`config.mk`:
```
export PLATFORM = sky130hd
export DESIGN_NAME = probe_header_patch_checksum_top
export DESIGN_NICKNAME = d
export VERILOG_FILES = /design/src/rtl/phc_pkg.sv /design/src/rtl/phc_cfg_regs.sv /design/src/rtl/phc_core.sv /design/src/rtl/probe_header_patch_checksum_top.sv
export SDC_FILE = /design/constraint.sdc
export NUM_CORES = 1
export LEC_CHECK = 0
export BUFFER_PORTS_ARGS = -buffer_cell sky130_fd_sc_hd__buf_2
export CORE_MARGIN = 3
export CORE_UTILIZATION = 64
export DETAILED_ROUTE_END_ITERATION = 6
export GPL_TIMING_DRIVEN = 1
export PLACE_DENSITY = 0.93
export SLEW_MARGIN = 20
export SYNTH_ARGS = -nofsm -noshare
export SYNTH_HDL_FRONTEND = slang
export SYNTH_HIERARCHICAL = 1
export SYNTH_SLANG_ARGS = --single-unit
export TNS_END_PERCENT = 30
```
`constraint.sdc`:
```
create_clock -name clk -period 17.7 [get_ports clk]
set_clock_uncertainty 0.05 [all_clocks]
set_input_delay 1.77 -clock clk [delete_from_list [all_inputs] [get_ports clk]]
set_output_delay 1.77 -clock clk [all_outputs]
set_load 0.02 [all_outputs]
```
`src/rtl/phc_pkg.sv`:
```
// ----------------------------------------------------------------------------
// phc_pkg
// Types and codes shared by the probe header checksum block.
// ----------------------------------------------------------------------------
`default_nettype none

package phc_pkg;

  localparam int unsigned CfgIdxW = 3;
  localparam int unsigned CfgDataW = 16;

  typedef enum logic [CfgIdxW-1:0] {
    REG_IP_BASE_TCP  = 3'd0,
    REG_IP_BASE_UDP  = 3'd1,
    REG_IP_BASE_SCTP = 3'd2,
    REG_IP_BASE_ICMP = 3'd3,
    REG_IP_BASE_RAW  = 3'd4,
    REG_L4_BASE_TCP  = 3'd5,
    REG_L4_BASE_UDP  = 3'd6
  } cfg_reg_t;

  typedef enum logic [2:0] {
    PCOL_TCP  = 3'd0,
    PCOL_UDP  = 3'd1,
    PCOL_SCTP = 3'd2,
    PCOL_ICMP = 3'd3,
    PCOL_ARP  = 3'd4,
    PCOL_RAW  = 3'd5,
    PCOL_BAD  = 3'd6
  } proto_t;

  localparam logic [1:0] CLASS_TCP = 2'd0;
  localparam logic [1:0] CLASS_UDP = 2'd1;
  localparam logic [1:0] CLASS_SCTP = 2'd2;
  localparam logic [1:0] CLASS_SPECIAL = 2'd3;

  localparam logic [15:0] SPECIAL_ICMP = 16'd0;
  localparam logic [15:0] SPECIAL_ARP = 16'd1;
  localparam logic [15:0] SPECIAL_RAW = 16'd2;
  localparam logic [15:0] SPECIAL_PORT = 16'd1;

  typedef struct packed {
    logic [15:0] ip_base_tcp;
    logic [15:0] ip_base_udp;
    logic [15:0] ip_base_sctp;
    logic [15:0] ip_base_icmp;
    logic [15:0] ip_base_raw;
    logic [15:0] l4_base_tcp;
    logic [15:0] l4_base_udp;
  } cfg_t;

  typedef struct packed {
    logic [31:0] target_addr;
    logic [17:0] port_code;
    logic [31:0] seq_number;
    logic [15:0] payload_sum;
  } probe_t;

  typedef struct packed {
    logic [2:0]  protocol;
    logic [15:0] dest_port;
    logic [15:0] ip_ident;
    logic [15:0] ip_header_sum;
    logic        ip_sum_valid;
    logic [15:0] transport_sum;
    logic        transport_sum_valid;
  } result_t;

endpackage

`default_nettype wire

```
`src/rtl/phc_cfg_regs.sv`:
```
// ----------------------------------------------------------------------------
// phc_cfg_regs
// Template base sum registers written through the configuration port.
// ----------------------------------------------------------------------------
`default_nettype none

module phc_cfg_regs (
  input  wire logic                          clk,
  input  wire logic                          rst,
  input  wire logic                          cfg_write,
  input  wire logic [phc_pkg::CfgIdxW-1:0]   cfg_index,
  input  wire logic [phc_pkg::CfgDataW-1:0]  cfg_data,
  output phc_pkg::cfg_t                      cfg
);

  phc_pkg::cfg_t regs;

  always_ff @(posedge clk) begin
    if (rst) begin
      regs <= '0;
    end else if (cfg_write) begin
      case (phc_pkg::cfg_reg_t'(cfg_index))
        phc_pkg::REG_IP_BASE_TCP:  regs.ip_base_tcp <= cfg_data;
        phc_pkg::REG_IP_BASE_UDP:  regs.ip_base_udp <= cfg_data;
        phc_pkg::REG_IP_BASE_SCTP: regs.ip_base_sctp <= cfg_data;
        phc_pkg::REG_IP_BASE_ICMP: regs.ip_base_icmp <= cfg_data;
        phc_pkg::REG_IP_BASE_RAW:  regs.ip_base_raw <= cfg_data;
        phc_pkg::REG_L4_BASE_TCP:  regs.l4_base_tcp <= cfg_data;
        phc_pkg::REG_L4_BASE_UDP:  regs.l4_base_udp <= cfg_data;
        default: ;
      endcase
    end
  end

  assign cfg = regs;

endmodule

`default_nettype wire

```
`src/rtl/phc_core.sv`:
```
// ----------------------------------------------------------------------------
// phc_core
// Protocol decode, identifier and ones-complement header sums for one word.
// ----------------------------------------------------------------------------
`default_nettype none

module phc_core (
  input  wire phc_pkg::cfg_t    cfg,
  input  wire phc_pkg::probe_t  probe,
  output phc_pkg::result_t      result
);

  logic [1:0]  code_class;
  logic [15:0] code_low;
  logic [2:0]  proto;
  logic [15:0] port;
  logic [15:0] ip_base;
  logic [15:0] l4_base;
  logic [15:0] seq_hi;
  logic [15:0] seq_lo;
  logic [15:0] ident;
  logic [17:0] ip_acc;
  logic [16:0] ip_fold1;
  logic [15:0] ip_fold2;
  logic [18:0] l4_acc;
  logic [16:0] l4_fold1;
  logic [15:0] l4_fold2;
  logic        ip_ok;
  logic        l4_ok;

  assign code_class = probe.port_code[17:16];
  assign code_low = probe.port_code[15:0];

  always_comb begin
    proto = phc_pkg::PCOL_BAD;
    port = '0;
    ip_base = '0;
    case (code_class)
      phc_pkg::CLASS_TCP: begin
        proto = phc_pkg::PCOL_TCP;
        port = code_low;
        ip_base = cfg.ip_base_tcp;
      end
      phc_pkg::CLASS_UDP: begin
        proto = phc_pkg::PCOL_UDP;
        port = code_low;
        ip_base = cfg.ip_base_udp;
      end
      phc_pkg::CLASS_SCTP: begin
        proto = phc_pkg::PCOL_SCTP;
        port = code_low;
        ip_base = cfg.ip_base_sctp;
      end
      default: begin
        if (code_low == phc_pkg::SPECIAL_ICMP) begin
          proto = phc_pkg::PCOL_ICMP;
          port = phc_pkg::SPECIAL_PORT;
          ip_base = cfg.ip_base_icmp;
        end else if (code_low == phc_pkg::SPECIAL_ARP) begin
          proto = phc_pkg::PCOL_ARP;
          port = phc_pkg::SPECIAL_PORT;
        end else if (code_low == phc_pkg::SPECIAL_RAW) begin
          proto = phc_pkg::PCOL_RAW;
          port = phc_pkg::SPECIAL_PORT;
          ip_base = cfg.ip_base_raw;
        end
      end
    endcase
  end

  assign ident = probe.target_addr[15:0] ^ port ^ probe.seq_number[15:0];

  assign ip_acc = {2'b0, ip_base} + {2'b0, ident}
                + {2'b0, probe.target_addr[31:16]} + {2'b0, probe.target_addr[15:0]};
  assign ip_fold1 = {1'b0, ip_acc[15:0]} + {15'b0, ip_acc[17:16]};
  assign ip_fold2 = ip_fold1[15:0] + {15'b0, ip_fold1[16]};

  assign l4_base = (proto == phc_pkg::PCOL_TCP) ? cfg.l4_base_tcp : cfg.l4_base_udp;
  assign seq_hi = (proto == phc_pkg::PCOL_TCP) ? probe.seq_number[31:16] : 16'd0;
  assign seq_lo = (proto == phc_pkg::PCOL_TCP) ? probe.seq_number[15:0] : 16'd0;

  assign l4_acc = {3'b0, probe.payload_sum} + {3'b0, l4_base}
                + {3'b0, probe.target_addr[31:16]} + {3'b0, probe.target_addr[15:0]}
                + {3'b0, port} + {3'b0, seq_hi} + {3'b0, seq_lo};
  assign l4_fold1 = {1'b0, l4_acc[15:0]} + {14'b0, l4_acc[18:16]};
  assign l4_fold2 = l4_fold1[15:0] + {15'b0, l4_fold1[16]};

  assign ip_ok = (proto != phc_pkg::PCOL_ARP) && (proto != phc_pkg::PCOL_BAD);
  assign l4_ok = (proto == phc_pkg::PCOL_TCP) || (proto == phc_pkg::PCOL_UDP);

  always_comb begin
    result.protocol = proto;
    result.dest_port = port;
    result.ip_ident = (proto == phc_pkg::PCOL_BAD) ? 16'd0 : ident;
    result.ip_header_sum = ip_ok ? ~ip_fold2 : 16'd0;
    result.ip_sum_valid = ip_ok;
    result.transport_sum = l4_ok ? ~l4_fold2 : 16'd0;
    result.transport_sum_valid = l4_ok;
  end

endmodule

`default_nettype wire

```
`src/rtl/probe_header_patch_checksum_top.sv`:
```
// ----------------------------------------------------------------------------
// probe_header_patch_checksum_top
// An accepted probe word is held in the input register, then in the result
// register. Throughput: one word per cycle, limited by nothing but result
// stall. Reset: synchronous, clears both stage valids and all template
// base sums to zero.
// ----------------------------------------------------------------------------
`default_nettype none

module probe_header_patch_checksum_top (
  input  wire logic                          clk,
  input  wire logic                          rst,
  input  wire logic                          cfg_write,
  input  wire logic [phc_pkg::CfgIdxW-1:0]   cfg_index,
  input  wire logic [phc_pkg::CfgDataW-1:0]  cfg_data,
  input  wire logic                          probe_valid,
  output logic                               probe_stall,
  input  wire phc_pkg::probe_t               probe,
  output logic                               result_valid,
  input  wire logic                          result_stall,
  output phc_pkg::result_t                   result
);

  phc_pkg::cfg_t    cfg;
  phc_pkg::probe_t  stage;
  logic             stage_valid;
  phc_pkg::result_t stage_result;
  logic             out_free;
  logic             stage_move;

  phc_cfg_regs u_cfg (
    .clk       (clk),
    .rst       (rst),
    .cfg_write (cfg_write),
    .cfg_index (cfg_index),
    .cfg_data  (cfg_data),
    .cfg       (cfg)
  );

  phc_core u_core (
    .cfg    (cfg),
    .probe  (stage),
    .result (stage_result)
  );

  assign out_free = !result_valid || !result_stall;
  assign stage_move = stage_valid && out_free;
  assign probe_stall = stage_valid && !out_free;

  always_ff @(posedge clk) begin
    if (rst) begin
      stage_valid <= 1'b0;
      result_valid <= 1'b0;
    end else begin
      if (!probe_stall) begin
        stage_valid <= probe_valid;
      end
      if (out_free) begin
        result_valid <= stage_valid;
      end
    end
  end

  always_ff @(posedge clk) begin
    if (probe_valid && !probe_stall) begin
      stage <= probe;
    end
    if (stage_move) begin
      result <= stage_result;
    end
  end

endmodule

`default_nettype wire
```
Word-level counts from Yosys, hierarchy flattened
Cells that the tools add are included.
Widths: inputs -> output; s select.
{"block": "op_classes", "reduce_logical": 22, "n_lt_le_gt_ge": 0, "add_sub_neg": 13, "n_bitwise": 4, "eq_ne": 14, "multipliers": 0, "mux": 15, "div_mod_pow": 0, "n_shift": 0}
{"operator": "$mux 16", "count": 9}
{"operator": "$add 19x16->19", "count": 5}
{"operator": "$pmux 16 s3", "count": 1}
{"operator": "$add 18x16->18", "count": 2}
{"operator": "$add 16x16->17", "count": 2}
{"operator": "$add 16x1->16", "count": 2}
{"operator": "$not 16->16", "count": 2}
{"operator": "$xor 16x16->16", "count": 2}
{"operator": "$add 16x2->17", "count": 1}
{"operator": "$add 16x3->17", "count": 1}
{"operator": "$eq 16x1->1 const B", "count": 1}
{"operator": "$eq 16x2->1 const B", "count": 1}
{"operator": "$logic_not 16->1", "count": 1}
{"operator": "$reduce_and 2->1", "count": 7}
{"operator": "$eq 3x3->1 const B", "count": 4}
{"operator": "$pmux 3 s3", "count": 1}
{"operator": "$eq 3x1->1 const B", "count": 2}
{"operator": "$eq 3x2->1 const B", "count": 2}
{"operator": "$logic_not 3->1", "count": 2}
{"operator": "$mux 3", "count": 2}
{"operator": "$ne 3x3->1 const B", "count": 2}
{"operator": "$logic_and 1x1->1", "count": 4}
{"operator": "$logic_not 1->1", "count": 4}
{"operator": "$reduce_or 3->1", "count": 1}
{"operator": "6 further kinds", "count": 7}
{"block": "totals", "output_inout_bits": 71, "word_cells": 88, "latchBits": 0, "input_bits": 122, "rom_bits": 0, "regBits": 281, "ram_bits": 0, "memories": 0}

Depth between registers and ports, before layout
Gate-level depths: netlist of the first run.
{"block": "depth", "depth_word": 16, "mapped_depth": 41, "depth_no_buf": 41}

Hierarchy
Netlist of the first run, hierarchy kept.
{"module": "phc_core", "area_per_inst_um2": 7757.4, "seq_area_each_um2": 0.0, "cells_per_inst": 949, "n_inst": 1}
{"module": "probe_header_patch_checksum_top", "area_per_inst_um2": 5101.1, "seq_area_each_um2": 5054.8, "cells_per_inst": 177, "n_inst": 1}
{"module": "phc_cfg_regs", "area_per_inst_um2": 4390.5, "seq_area_each_um2": 2242.2, "cells_per_inst": 388, "n_inst": 1}

Worst setup path after synthesis of the first run
Ideal clock, no wire load.
{"block": "synth_timing", "kind": "reg2reg", "startpoint": "reg stage[64] (netlist name)", "endpoint": "reg result[15] (netlist name) (data pin)", "synth_period_minus_slack_ns": 8.654, "t_required_ns": 17.384, "n_path_buf": 2, "setup_slack_ns": 9.046, "setup_time_ns": 0.266, "arrival_time_ns": 8.338, "path_stages_with_launch": 39, "cell_sequence": "edfxtp_1 clkbuf_1 nor2_1 buf_1 mux2_2 fa_1 inv_1 fa_1 inv_1 fa_1 inv_1 fa_1 inv_1 ha_1 a211oi_2 nor4_2 o211a_1 o31ai_1 (+3 left out) o21bai_1 a21o_1 ha_1 a21oi_1 nor2_1 nand3_1 or3_1 nor3_1 ha_1 ha_1 nand2_1 nor2_1 and3_1 a21boi_1 nor3b_2 nand4_1 xor2_1 nor2_1"}
{"block": "synth_between", "elab_chain_cells": 13, "word_cells_on_any_way": 21, "cone_classes": "add/sub (8); eq/ne (3); mux (5); bitwise (1); reduce/logical (4)"}
{"item": "start: declaration", "line_no": "probe_header_patch_checksum_top.sv:25", "rtl": "phc_pkg::probe_t stage;"}
{"item": "start signal: assignment", "line_no": "probe_header_patch_checksum_top.sv:66", "rtl": "stage <= probe;"}
{"item": "$eq 2x2->1 (tied with other cells)", "line_no": "phc_core.sv:38", "rtl": "case (code_class)"}
{"item": "$pmux 3 s3", "line_no": "phc_core.sv:38"}
{"item": "$logic_not 3->1"}
{"item": "$mux 16", "line_no": "phc_core.sv:78", "rtl": "assign l4_base = (proto == phc_pkg::PCOL_TCP) ? cfg.l4_base_tcp : cfg.l4_base_udp;"}
{"item": "$add 16x16->17", "line_no": "phc_core.sv:82", "rtl": "assign l4_acc = {3'b0, probe.payload_sum} + {3'b0, l4_base}"}
{"item": "$add 19x16->19 (2 in series)", "line_no": "phc_core.sv:83", "rtl": "+ {3'b0, probe.target_addr[31:16]} + {3'b0, probe.target_addr[15:0]}"}
{"item": "$add 19x16->19 (3 in series)", "line_no": "phc_core.sv:84", "rtl": "+ {3'b0, port} + {3'b0, seq_hi} + {3'b0, seq_lo};"}
{"item": "$add 16x3->17", "line_no": "phc_core.sv:85", "rtl": "assign l4_fold1 = {1'b0, l4_acc[15:0]} + {14'b0, l4_acc[18:16]};"}
{"item": "$add 16x1->16", "line_no": "phc_core.sv:86", "rtl": "assign l4_fold2 = l4_fold1[15:0] + {15'b0, l4_fold1[16]};"}
{"item": "$not 16->16", "line_no": "phc_core.sv:97", "rtl": "result.transport_sum = l4_ok ? ~l4_fold2 : 16'd0;"}
{"item": "end signal: assignment", "line_no": "probe_header_patch_checksum_top.sv:69", "rtl": "result <= stage_result;"}
{"item": "end: declaration", "line_no": "probe_header_patch_checksum_top.sv:21", "rtl": "output phc_pkg::result_t result"}
Parallel ways exist; a longest one is shown, timed or not.
A chain may end at the register's enable or synchronous reset.

==> metrics.md, run 1 <==
| Metric | Value |
|---|---|
| Buffers on Ports | `192` |
| Synth top cells by count | `edfxtp_1, inv_1, mux2i_1` |
| CTS Buf Count | `27` |
| Synth warn | `6` |
| Initial antenna violation count | `0` |
| Synth async-reset ratio | `0%` |
| Nets | `1964` |
| GP Congestion | `0.919` |
| Hold slack | `~0.43 ns` |
| # Max-Cap Violations | `0` |
| Die width | `170 um` |
| CP peak stage delay | `about 0.66 ns` |
| Post-CTS Setup Inserts | `0` |
| GR Util met2 | `around half` |
| Most common cell on crit path | `nor2_1` |
| Final period util | `63.0%` |
| Yosys top cell by area | `edfxtp_1` |
| Clk Latency, worst-skew pair | `0.55 ns` |
| Pwr dens | `147 nW/um^2` |
| Mapped Cells | `1514` |
| Crit path DAT | `11.36 ns` |
| Final ANT Viol Nets | `0` |
| Max Fclk | `89.7 MHz` |
| HP Start | `u_cfg/cfg[28]` |
| Mapped cell area | `17200 um^2` |
| Switching portion of total power | `41.8%` |
| Setup crit end kind | `flip-flop` |
| Worst IR Drop VDD | `0.0000835 V` |
| Initial detailed-routing violation count | `1404` |
| ANT cells | `0` |
| WP buf/inv | `6` |
| H-tree depth | `1` |
| Met3 Usage GRT | `5.64%` |
| Final setup violation count | `0` |
| First-pass GRT wire length | `between 60000 and 70000 um` |
| Hold Vio Cnt, Final | `0` |
| # rows | `59` |
| Startpoint types | `flip-flop` |
| Synth top area share | `29.1%` |
| Synthesized flop and latch total | `281` |
| Syn-to-layout area delta | `11.6%` |
| Root buffer cell | `clkbuf_16` |
| Resize count post-CTS | `0` |
| WL/cell | `22.2 um` |
| Sink Count | `281` |
| Ports | `193` |
| Max Slew Vio Count | `0` |
| P_leak | `8.64 nW` |
| Avg Inst Size Synth | `11.4 um^2` |
| Critical Path Start | `stage[65]` |
| Vias/cell | `6.14` |
| Worst slew pin tran | `1.02 ns` |
| Max_slew headroom | `32.0%` |
| Post-synth EDFFs | `between 150 and 200` |
| RR Startpoint | `stage[65]` |
| Hold/Removal Path Class | `flip-flop to flip-flop` |
| Logic gate share of total power | `around 53%` |
| Sequential fraction of the synthesis area | `42.3%` |
| Ys flop type | `edfxtp_1` |
| CTS max path bufs | `3` |
| Worst-path clk slew | `0.06 ns` |
| GRT met1 Usage | `roughly two fifths` |
| Setup TNS | `0 ns` |
| Net Count, Synth | `approximately 1800` |
| Family with the most delay on the worst path | `simple AND/OR/NAND/NOR gates` |
| Distinct cells, synth | `90` |
| Worst EP required | `17.92 ns` |
| Top post-synthesis cells by area | `edfxtp_1, dfxtp_1, fa_1` |
| Most common cell in the netlist | `edfxtp_1` |
| Wirelength, routed | `45300 um` |
| Pint | `0.00164 W` |
| Register share of total power | `28.0%` |
| Die H | `roughly 170 um` |
| Grt ovf | `0` |
| PnR worst setup slack | `6.55 ns` |
| Core Region | `26300 um^2` |
| Max FO, Critical Path | `54` |
| Detailed-route via count | `12505` |
| Share of post-route cells with drive strength above 1 | `18.1%` |
| Setup repair after global routing missed its margin | `false` |
| Status | `complete, no violations` |
| Starting Density | `between 60 and 70%` |
| Die area | `29000 um^2` |
| NetSw | `~0.0012 W` |
| DRC violations left | `0` |
| CTS tree | `done` |
| DP HPWL | `approximately 33000 um` |
| CTS Hold Bufs | `0` |
| Critical Setup Path Class | `flip-flop to flip-flop` |
| Critical path's slowest cell | `nand2_1` |
| Busiest grt layer | `met2` |
| Largest net degree at the start of global routing | `about 130` |
| First drt pass iteration count | `7` |
| Pre-CTS WS | `6.88 ns` |
| Clock network power share | `19.4%` |
| Vias in the first global route | `12619` |
| GRT Total Usage | `a little under a third` |
| Fin crit period | `between 10 and 15 ns` |
-- through the flow --
step           power, W  utilization, %  cell area, um^2  cells
2_1_floorplan   0.00192               -            17200   1514
3_3_place_gp    0.00219            70.2            18400   1989
3_5_place_dp    0.00224            70.2            18400   1989
4_1_cts         0.00279            73.3            19300   2038
5_1_grt         0.00298            73.3            19300   2038
6_report        0.00282            73.3            19300   2038
-- tightest hold or removal path: stages, from the launching register on --
cell and delay [ns]:
dfxtp_1 0.31, nand2b_1 0.06, mux2i_1 0.06
-- area by class of cell --
cell class              count  area [um^2]
repair buffers            206         1070
flip-flops and latches    281         7300
clock buffers              41          779
fillers                  1655         7020
well taps                 335          419
inverters                 161          604
multi-input cells        1006         9050
clock inverters             8         41.3
-- power by group through the flow --
stage / combinational [W] / sequential, W / clock, W
after floorplan: 0.00109 / 0.000837 / 0
after global placement: 0.00139 / 0.000804 / 0
after detailed placement: 0.00143 / 0.000805 / 0
after CTS: 0.00145 / 0.000792 / 0.000552
after global routing: 0.00161 / 0.000796 / 0.000577
final: 0.00148 / 0.000792 / 0.000549
-- cell families after synthesis --
kind of cell	count (synthesis)	share of synthesized area (%)
fa+ha+maj	159	16.4
compound gates	175	7.38
simple gates	418	14.1
buf+inv	227	5.38
mux	162	9.56
flops	281	42.3
xor+xnor	92	4.84
-- flip-flops by register name, summed over array words and instances, names as in the netlist --
signal / flops
stage_valid: 1
stage: 98
u_cfg/cfg: 112
result_valid: 1
result: 69
-- path summary, 6_finish.rpt --
check             slack [ns]  cells past startpoint            end
setup / recovery        6.55                     39     result[16]
setup reg to reg        6.55                     39     result[16]
hold / removal          0.43                      2  u_cfg/cfg[28]
hold reg to reg         0.43                      2  u_cfg/cfg[28]
-- cell usage in the layout (no fill, tap or decap), types with 11 or more instances in the layout --
master	count
buf_2	192
edfxtp_1	167
inv_1	160
mux2i_1	140
nand2b_1	136
dfxtp_1	114
fa_1	112
nor2_1	66
nand2_1	55
ha_1	47
xnor2_1	46
xor2_1	43
and2_1	38
o21ai_0	36
a21oi_1	31
clkbuf_16	29
mux2_2	22
nand3_1	18
a21o_1	17
buf_4	14
and3_1	14
nor2b_1	12
o22ai_1	11
nor3_1	11
-- layer usage --
metal | part of all wire [%] | wire length (um) | vias to the layer above
met1 | 37 | 16800 | 6026
li1 | - | - | 5493
met5 | 0 | 0 | -
met3 | 9.8 | 4450 | 187
met2 | 48 | 21600 | 799
met4 | 5.5 | 2480 | 0
(Power assumes the default switching activity.)
==> run 2: changes to the inputs <==
--- a/config.mk
+++ b/config.mk
@@ -7,10 +7,10 @@
 export LEC_CHECK = 0
 export BUFFER_PORTS_ARGS = -buffer_cell sky130_fd_sc_hd__buf_2
 export CORE_MARGIN = 3
-export CORE_UTILIZATION = 64
+export CORE_UTILIZATION = 60
 export DETAILED_ROUTE_END_ITERATION = 6
 export GPL_TIMING_DRIVEN = 1
-export PLACE_DENSITY = 0.93
+export PLACE_DENSITY = 0.88
 export SLEW_MARGIN = 20
 export SYNTH_ARGS = -nofsm -noshare
 export SYNTH_HDL_FRONTEND = slang
==> constraint.sdc (replaced) <==
create_clock -name clk -period 11.1 [get_ports clk]
set_clock_uncertainty 0.05 [all_clocks]
set_input_delay 1.11 -clock clk [delete_from_list [all_inputs] [get_ports clk]]
set_output_delay 1.11 -clock clk [all_outputs]
set_load 0.02 [all_outputs]
==> metrics.md, run 2 (synthesis gave the netlist of run 1 again) <==
| Metric | Value |
|---|---|
| Status | `complete, no violations` |
| Worst-path clk slew | `0.06 ns (about the same)` |
| Grt ovf | `0 (unchanged)` |
| CTS max path bufs | `3 (unchanged)` |
| Most frequent cells in the layout | `buf_2, edfxtp_1, inv_1, mux2i_1, nand2b_1` |
| PnR worst setup slack | `0.799 ns (-5.76 ns)` |
| Hold Vio Cnt, Final | `0 (unchanged)` |
| Sink Count | `281 (unchanged)` |
| Post-CTS Setup Inserts | `0 (unchanged)` |
| Worst EP required | `11.32 ns (-6.60 ns)` |
| DRC violations left | `0 (unchanged)` |
| Post-route cell area | `19400 um^2 (+0.60%)` |
| GRT met1 Usage | `35.7% (-4.4 points)` |
| GR Util met2 | `47.0% (-4.2 points)` |
| Max_slew headroom | `23.6% (-8.4 points)` |
| CTS Buf Count | `29 (+7.4%)` |
| Placed cell areas | `18500 um^2 (+0.33%)` |
| NetSw | `0.00188 W (+60%)` |
| Critical Setup Path Class | `flip-flop to flip-flop` |
| H-tree depth | `1 (unchanged)` |
| Buffers on Ports | `192 (unchanged)` |
| Die width | `176 um (+3.2%)` |
| ANT cells | `0 (unchanged)` |
| CTS tree | `done` |
| Setup repair after global routing missed its margin | `false` |
| Initial detailed-routing violation count | `1317 (-6.2%)` |
| Vias in the first global route | `12328 (-2.3%)` |
| Met3 Usage GRT | `3.98% (-1.7 points)` |
| Pre-CTS WS | `0.947 ns (-5.94 ns)` |
| Max Fclk | `97.1 MHz (+8.2%)` |
| Vias/cell | `5.78 (-5.8%)` |
| Fin crit period | `10.30 ns (-0.845 ns)` |
| Largest net degree at the start of global routing | `131 (unchanged)` |
| Wirelength, routed | `42700 um (-5.7%)` |
| CTS Hold Bufs | `0 (unchanged)` |
| Ports | `193 (unchanged)` |
| Setup TNS | `0 ns (unchanged)` |
| Syn-to-layout area delta | `12.3%` |
| Pwr dens | `234 nW/um^2 (+60%)` |
| GP Congestion | `0.961 (+4.6%)` |
| Pint | `0.00265 W (+61%)` |
| # Max-Cap Violations | `0 (unchanged)` |
| DP HPWL | `32500 um (-1.2%)` |
| Critical path's slowest cell | `nor2_1` |
| Share of post-route cells with drive strength above 1 | `18.0% (-0.11 points)` |
| Most common cell on crit path | `nor2_1` |
| First drt pass iteration count | `6 (-1)` |
| # rows | `61 (+3.4%)` |
| Nets | `1967 (+0.15%)` |
| Hold/Removal Path Class | `flip-flop to flip-flop` |
| Resize count post-CTS | `0 (unchanged)` |
| P_leak | `8.64 nW (about the same)` |
| Final setup violation count | `0 (unchanged)` |
| Clock network power share | `20.0% (+0.6 points)` |
| Detailed-route via count | `12060 (-3.6%)` |
| GRT Total Usage | `27.4% (-3.6 points)` |
| Startpoint types | `flip-flop` |
| First-pass GRT wire length | `66200 um (-4.5%)` |
| Worst IR Drop VDD | `0.000119 V (+42%)` |
| Worst slew pin tran | `1.14 ns (+0.121 ns)` |
| Die H | `176 um (+3.2%)` |
| CP peak stage delay | `0.88 ns (+0.22 ns)` |
| Setup crit end kind | `flip-flop` |
| Core Region | `28100 um^2 (+6.9%)` |
| Final period util | `92.8% (+30 points)` |
| Max Slew Vio Count | `0 (unchanged)` |
| Logic gate share of total power | `52.2% (-0.3 points)` |
| Initial antenna violation count | `1 (+1)` |
| Final ANT Viol Nets | `0 (unchanged)` |
| Max FO, Critical Path | `25 (-54%)` |
| Clk Latency, worst-skew pair | `0.55 ns (about the same)` |
| Root buffer cell | `clkbuf_16` |
| Commonest non-fill, non-tap cell in the layout | `buf_2` |
| Busiest grt layer | `met2` |
| WL/cell | `20.5 um (-7.9%)` |
| Finished Core Util | `69.0% (-4.3 points)` |
| Switching portion of total power | `41.5% (-0.25 points)` |
| Starting Density | `61.4% (-4.2 points)` |
| Max reg flops | `112 (unchanged)` |
| Die area | `30800 um^2 (+6.4%)` |
| Register share of total power | `27.8% (-0.2 points)` |
| Crit path DAT | `10.52 ns (-0.84 ns)` |
run 2: changes by cell type in the layout (fill, tap and decap cells not counted), sizes merged:
cell | previous run | this run
clkbuf | 41 | 40
inv | 161 | 160
buf | 206 | 207
clkinv | 8 | 10
clkinvlp | 0 | 3
bufinv | 0 | 1
run 2: cell type report:
| class | instances | area, um^2 |
|---|---|---|
| clock buffers | 40 | 777 |
| clock inverters | 13 | 98.8 |
| fillers | 1984 | 8710 |
| inverters | 161 | 604 |
| multi-input cells | 1006 | 9050 |
| flip-flops and latches | 281 | 7300 |
| well taps | 378 | 473 |
| repair buffers | 207 | 1070 |
run 2: power by group through the flow:
stage / clock network, W / logic [W] / registers (W)
4_1_cts: 0.000919 / 0.00233 / 0.00126
3_5_place_dp: 0 / 0.00230 / 0.00128
5_1_grt: 0.000959 / 0.00259 / 0.00127
3_3_place_gp: 0 / 0.00224 / 0.00128
2_1_floorplan: 0 / 0.00173 / 0.00133
6_report: 0.000906 / 0.00237 / 0.00126
run 2: per-layer routing:
metal	up-vias	share of wire, %
met5	-	0.026
li1	5501	-
met3	106	7.4
met4	2	4.0
met2	535	49
met1	5916	39
run 2: stage by stage:
| stage | power [W] | cells | hold slack [ns] |
|---|---|---|---|
| 2_1_floorplan | 0.00307 | 1514 | 0.395 |
| 3_3_place_gp | 0.00353 | 2033 | 0.405 |
| 3_5_place_dp | 0.00359 | 2033 | 0.411 |
| 4_1_cts | 0.00451 | 2086 | 0.427 |
| 5_1_grt | 0.00482 | 2086 | 0.448 |
| 6_report | 0.00453 | 2086 | 0.424 |
run 2: worst max-delay path, delay by kind of cell (launching register included):
kind                       cells  cell delay [ns]
buffers and inverters          5             0.75
xor gates and xnor gates       1             0.22
AOI/OAI and AO/OA              9             1.86
adders and majority gates      8             2.73
and+or+nand+nor               16             3.70
DFF                            1             0.67
run 2: path summary, 6_finish.rpt:
| kind | slack [ns] | startpoint | endpoint | depth (start not counted) |
|---|---|---|---|---|
| min | 0.42 | u_cfg/cfg[50] | u_cfg/cfg[50] | 2 |
| max reg2reg | 0.80 | stage[64] | result[15] | 39 |
| min reg2reg | 0.42 | u_cfg/cfg[50] | u_cfg/cfg[50] | 2 |
| max | 0.80 | stage[64] | result[15] | 39 |
==> run 3: changes to the inputs <==
--- a/config.mk
+++ b/config.mk
@@ -14,6 +14,5 @@
 export SLEW_MARGIN = 20
 export SYNTH_ARGS = -nofsm -noshare
 export SYNTH_HDL_FRONTEND = slang
-export SYNTH_HIERARCHICAL = 1
 export SYNTH_SLANG_ARGS = --single-unit
 export TNS_END_PERCENT = 30
==> metrics.md, run 3 <==
| Metric | Value |
|---|---|
| Status | `complete, no violations` |
| CTS max path bufs | `3 (unchanged)` |
| CP peak stage delay | `0.55 ns (-0.33 ns)` |
| # rows | `61 (unchanged)` |
| Pwr dens | `222 nW/um^2 (-5.3%)` |
| # Max-Cap Violations | `0 (unchanged)` |
| P_leak | `8.23 nW (-4.8%)` |
| Worst IR Drop VDD | `0.000148 V (+24%)` |
| Share of post-route cells with drive strength above 1 | `15.3% (-2.7 points)` |
| Crit path DAT | `10.38 ns (-0.14 ns)` |
| Syn-to-layout area delta | `13.4%` |
| Root buffer cell | `clkbuf_16` |
| Initial antenna violation count | `4 (+3)` |
| Final setup violation count | `0 (unchanged)` |
| First drt pass iteration count | `6 (unchanged)` |
| CTS Buf Count | `29 (unchanged)` |
| Synth Area in XOR/XNOR | `5.15% (+0.31 points)` |
| Setup repair after global routing missed its margin | `false` |
| Vias/cell | `5.89 (+1.9%)` |
| Die width | `175 um (-0.23%)` |
| Synth async-reset ratio | `0% (unchanged)` |
| Mux contribution to synthesized area | `2.35% (-7.2 points)` |
| Most frequent cells in the layout | `nand2_1, inv_1, buf_2, edfxtp_1, a21oi_1` |
| Buffers on Ports | `192 (unchanged)` |
| Sink Count | `281 (unchanged)` |
| Avg Inst Size Synth | `9.69 um^2 (-15%)` |
| Ys flop type | `edfxtp_1` |
| First-pass GRT wire length | `71000 um (+7.3%)` |
| Core Region | `28000 um^2 (-0.27%)` |
| Die H | `175 um (-0.23%)` |
| Clk Latency, worst-skew pair | `0.58 ns (+0.03 ns)` |
| GP Congestion | `1.00 (+4.1%)` |
| Nets | `2237 (+14%)` |
| Grt ovf | `0 (unchanged)` |
| Final period util | `91.1% (-1.7 points)` |
| Distinct cells, synth | `82 (-8.9%)` |
| DP HPWL | `34500 um (+6.0%)` |
| Setup crit end kind | `flip-flop` |
| Most common cell in the netlist | `nand2_1` |
| Synth top area share | `29.2% (+0.14 points)` |
| Multi-input gate area | `8920 um^2 (-1.4%)` |
| Max FO, Critical Path | `9 (-64%)` |
| Largest family of logic cells by synthesized area | `simple AND/OR/NAND/NOR gates` |
| Simple-gate portion of the synthesized area | `15.7% (+1.6 points)` |
| Adder-cell area share of the yosys netlist | `15.5% (-0.90 points)` |
| Max Slew Vio Count | `0 (unchanged)` |
| Setup TNS | `0 ns (unchanged)` |
| Post-synth EDFFs | `167 (unchanged)` |
| Vias in the first global route | `13309 (+8.0%)` |
| Starting Density | `61.3% (-0.13 points)` |
| Total power draw | `0.00431 W (-4.8%)` |
| Hold slack | `0.405 ns (-0.0190 ns)` |
| Max Fclk | `98.9 MHz (+1.8%)` |
| Max_slew headroom | `25.7% (+2.1 points)` |
| WL/cell | `19.6 um (-4.2%)` |
| Initial detailed-routing violation count | `1453 (+10%)` |
| Sequential fraction of the synthesis area | `42.5% (+0.20 points)` |
| Die area | `30700 um^2 (-0.47%)` |
| Synthesized flop and latch total | `281 (unchanged)` |
| CTS tree | `done` |
| CTS Hold Bufs | `0 (unchanged)` |
| Mapped Cells | `1772 (+17%)` |
| Synth warn | `0 (-6)` |
| Final ANT Viol Nets | `0 (unchanged)` |
| Yosys top cell by area | `edfxtp_1` |
| Hold/Removal Path Class | `flip-flop to flip-flop` |
| Register area | `7300 um^2 (unchanged)` |
| Worst EP required | `11.37 ns (+0.05 ns)` |
| Fin crit period | `10.11 ns (-0.187 ns)` |
| Top post-synthesis cells by area | `edfxtp_1, dfxtp_1, fa_1` |
| DRC violations left | `0 (unchanged)` |
| Hold Vio Cnt, Final | `0 (unchanged)` |
| Max reg flops | `112 (unchanged)` |
| Compound-Gate Fraction of Synth Area | `13.0% (+5.6 points)` |
| H-tree depth | `1 (unchanged)` |
| Worst slew pin tran | `1.11 ns (-0.0270 ns)` |
| Fill cells | `2075 (+4.6%)` |
| Largest net degree at the start of global routing | `115 (-12%)` |
| Critical Setup Path Class | `flip-flop to flip-flop` |
| Detailed-route via count | `13888 (+15%)` |
| GRT Total Usage | `29.4% (+2.1 points)` |
| Net Count, Synth | `2055 (+14%)` |
| Worst-path clk slew | `0.06 ns (about the same)` |
| Mapped cell area | `17200 um^2 (-0.48%)` |
| Commonest non-fill, non-tap cell in the layout | `nand2_1` |
| Ports | `193 (unchanged)` |
| Critical path's slowest cell | `fa_1` |
| Startpoint types | `flip-flop` |
| Synth top cells by count | `nand2_1, inv_1, edfxtp_1` |
| Wirelength, routed | `46300 um (+8.3%)` |
[run 3: changes by cell type after synthesis, sizes merged, moves of 27 or more]
cell    change
a21oi     +131
inv        +41
ha         +29
fa         -27
nand2b    -121
nand2     +249
mux2i     -121
[run 3: cell families (layout without fill, tap and decap cells)]
group                    Yosys count  in the layout
adder cells (fa/ha/maj)          162            162
flip-flops                       281            281
XOR/XNOR                         101            101
other                              0              3
AND/OR/NAND/NOR                  584            584
buffers and inverters            258            463
AO/OA/AOI/OAI                    349            349
multiplexers                      37             37
[run 3: per-stage QoR]
stage          std cells  util (%)  area, um^2  worst slack [ns]
2_1_floorplan       1772         -       17200              1.86
3_3_place_gp        2298      66.0       18500              1.00
3_5_place_dp        2298      66.0       18500             0.678
4_1_cts             2352      69.4       19400             0.623
5_1_grt             2355      69.5       19500             0.401
6_report            2358      69.5       19500             0.986
[run 3: layer usage]
layer | global-route usage (%) | vias up | wire, um
met5 | 0 | - | 15
li1 | - | 6395 | -
met1 | 37.7 | 6658 | 17300
met3 | 5.52 | 136 | 4380
met2 | 49.4 | 697 | 22300
met4 | 12.0 | 2 | 2200
[run 3: path summary, 6_finish.rpt]
path	start	slack, ns	depth (start not counted)	to
max	stage[64]	0.99	39	result[13]
min	u_cfg.cfg[1]	0.40	2	u_cfg.cfg[1]
max reg2reg	stage[64]	0.99	39	result[13]
min reg2reg	u_cfg.cfg[1]	0.40	2	u_cfg.cfg[1]
[run 3: power by group]
group          switching [W]  internal, W
Clock               0.000422     0.000536
Sequential         0.0000337      0.00122
Combinational        0.00129     0.000816
Total                0.00174      0.00257
[run 3: area by class of cell]
class,instances,area share [%]
sequential,281,37.5
clock buffer,42,4.36
antenna,3,0.0386
clock inverter,12,0.450
timing repair buffer,208,5.57
multi-input combinational,1233,45.8
inverter,201,3.87
tap,378,2.43
[run 3: what timing repair did]
action	4_1_cts	5_1_grt
resized for setup	0	1
setup buffers	0	3
setup endpoints to repair	0	5
[run 3: worst max-delay path, delay by kind of cell (launching register included)]
family / cells / cell delay (ns)
compound gates: 12 / 2.69
flops: 1 / 0.44
fa+ha+maj: 8 / 2.92
xor+xnor: 2 / 0.47
mux: 1 / 0.34
buf+inv: 5 / 0.41
simple gates: 11 / 2.51
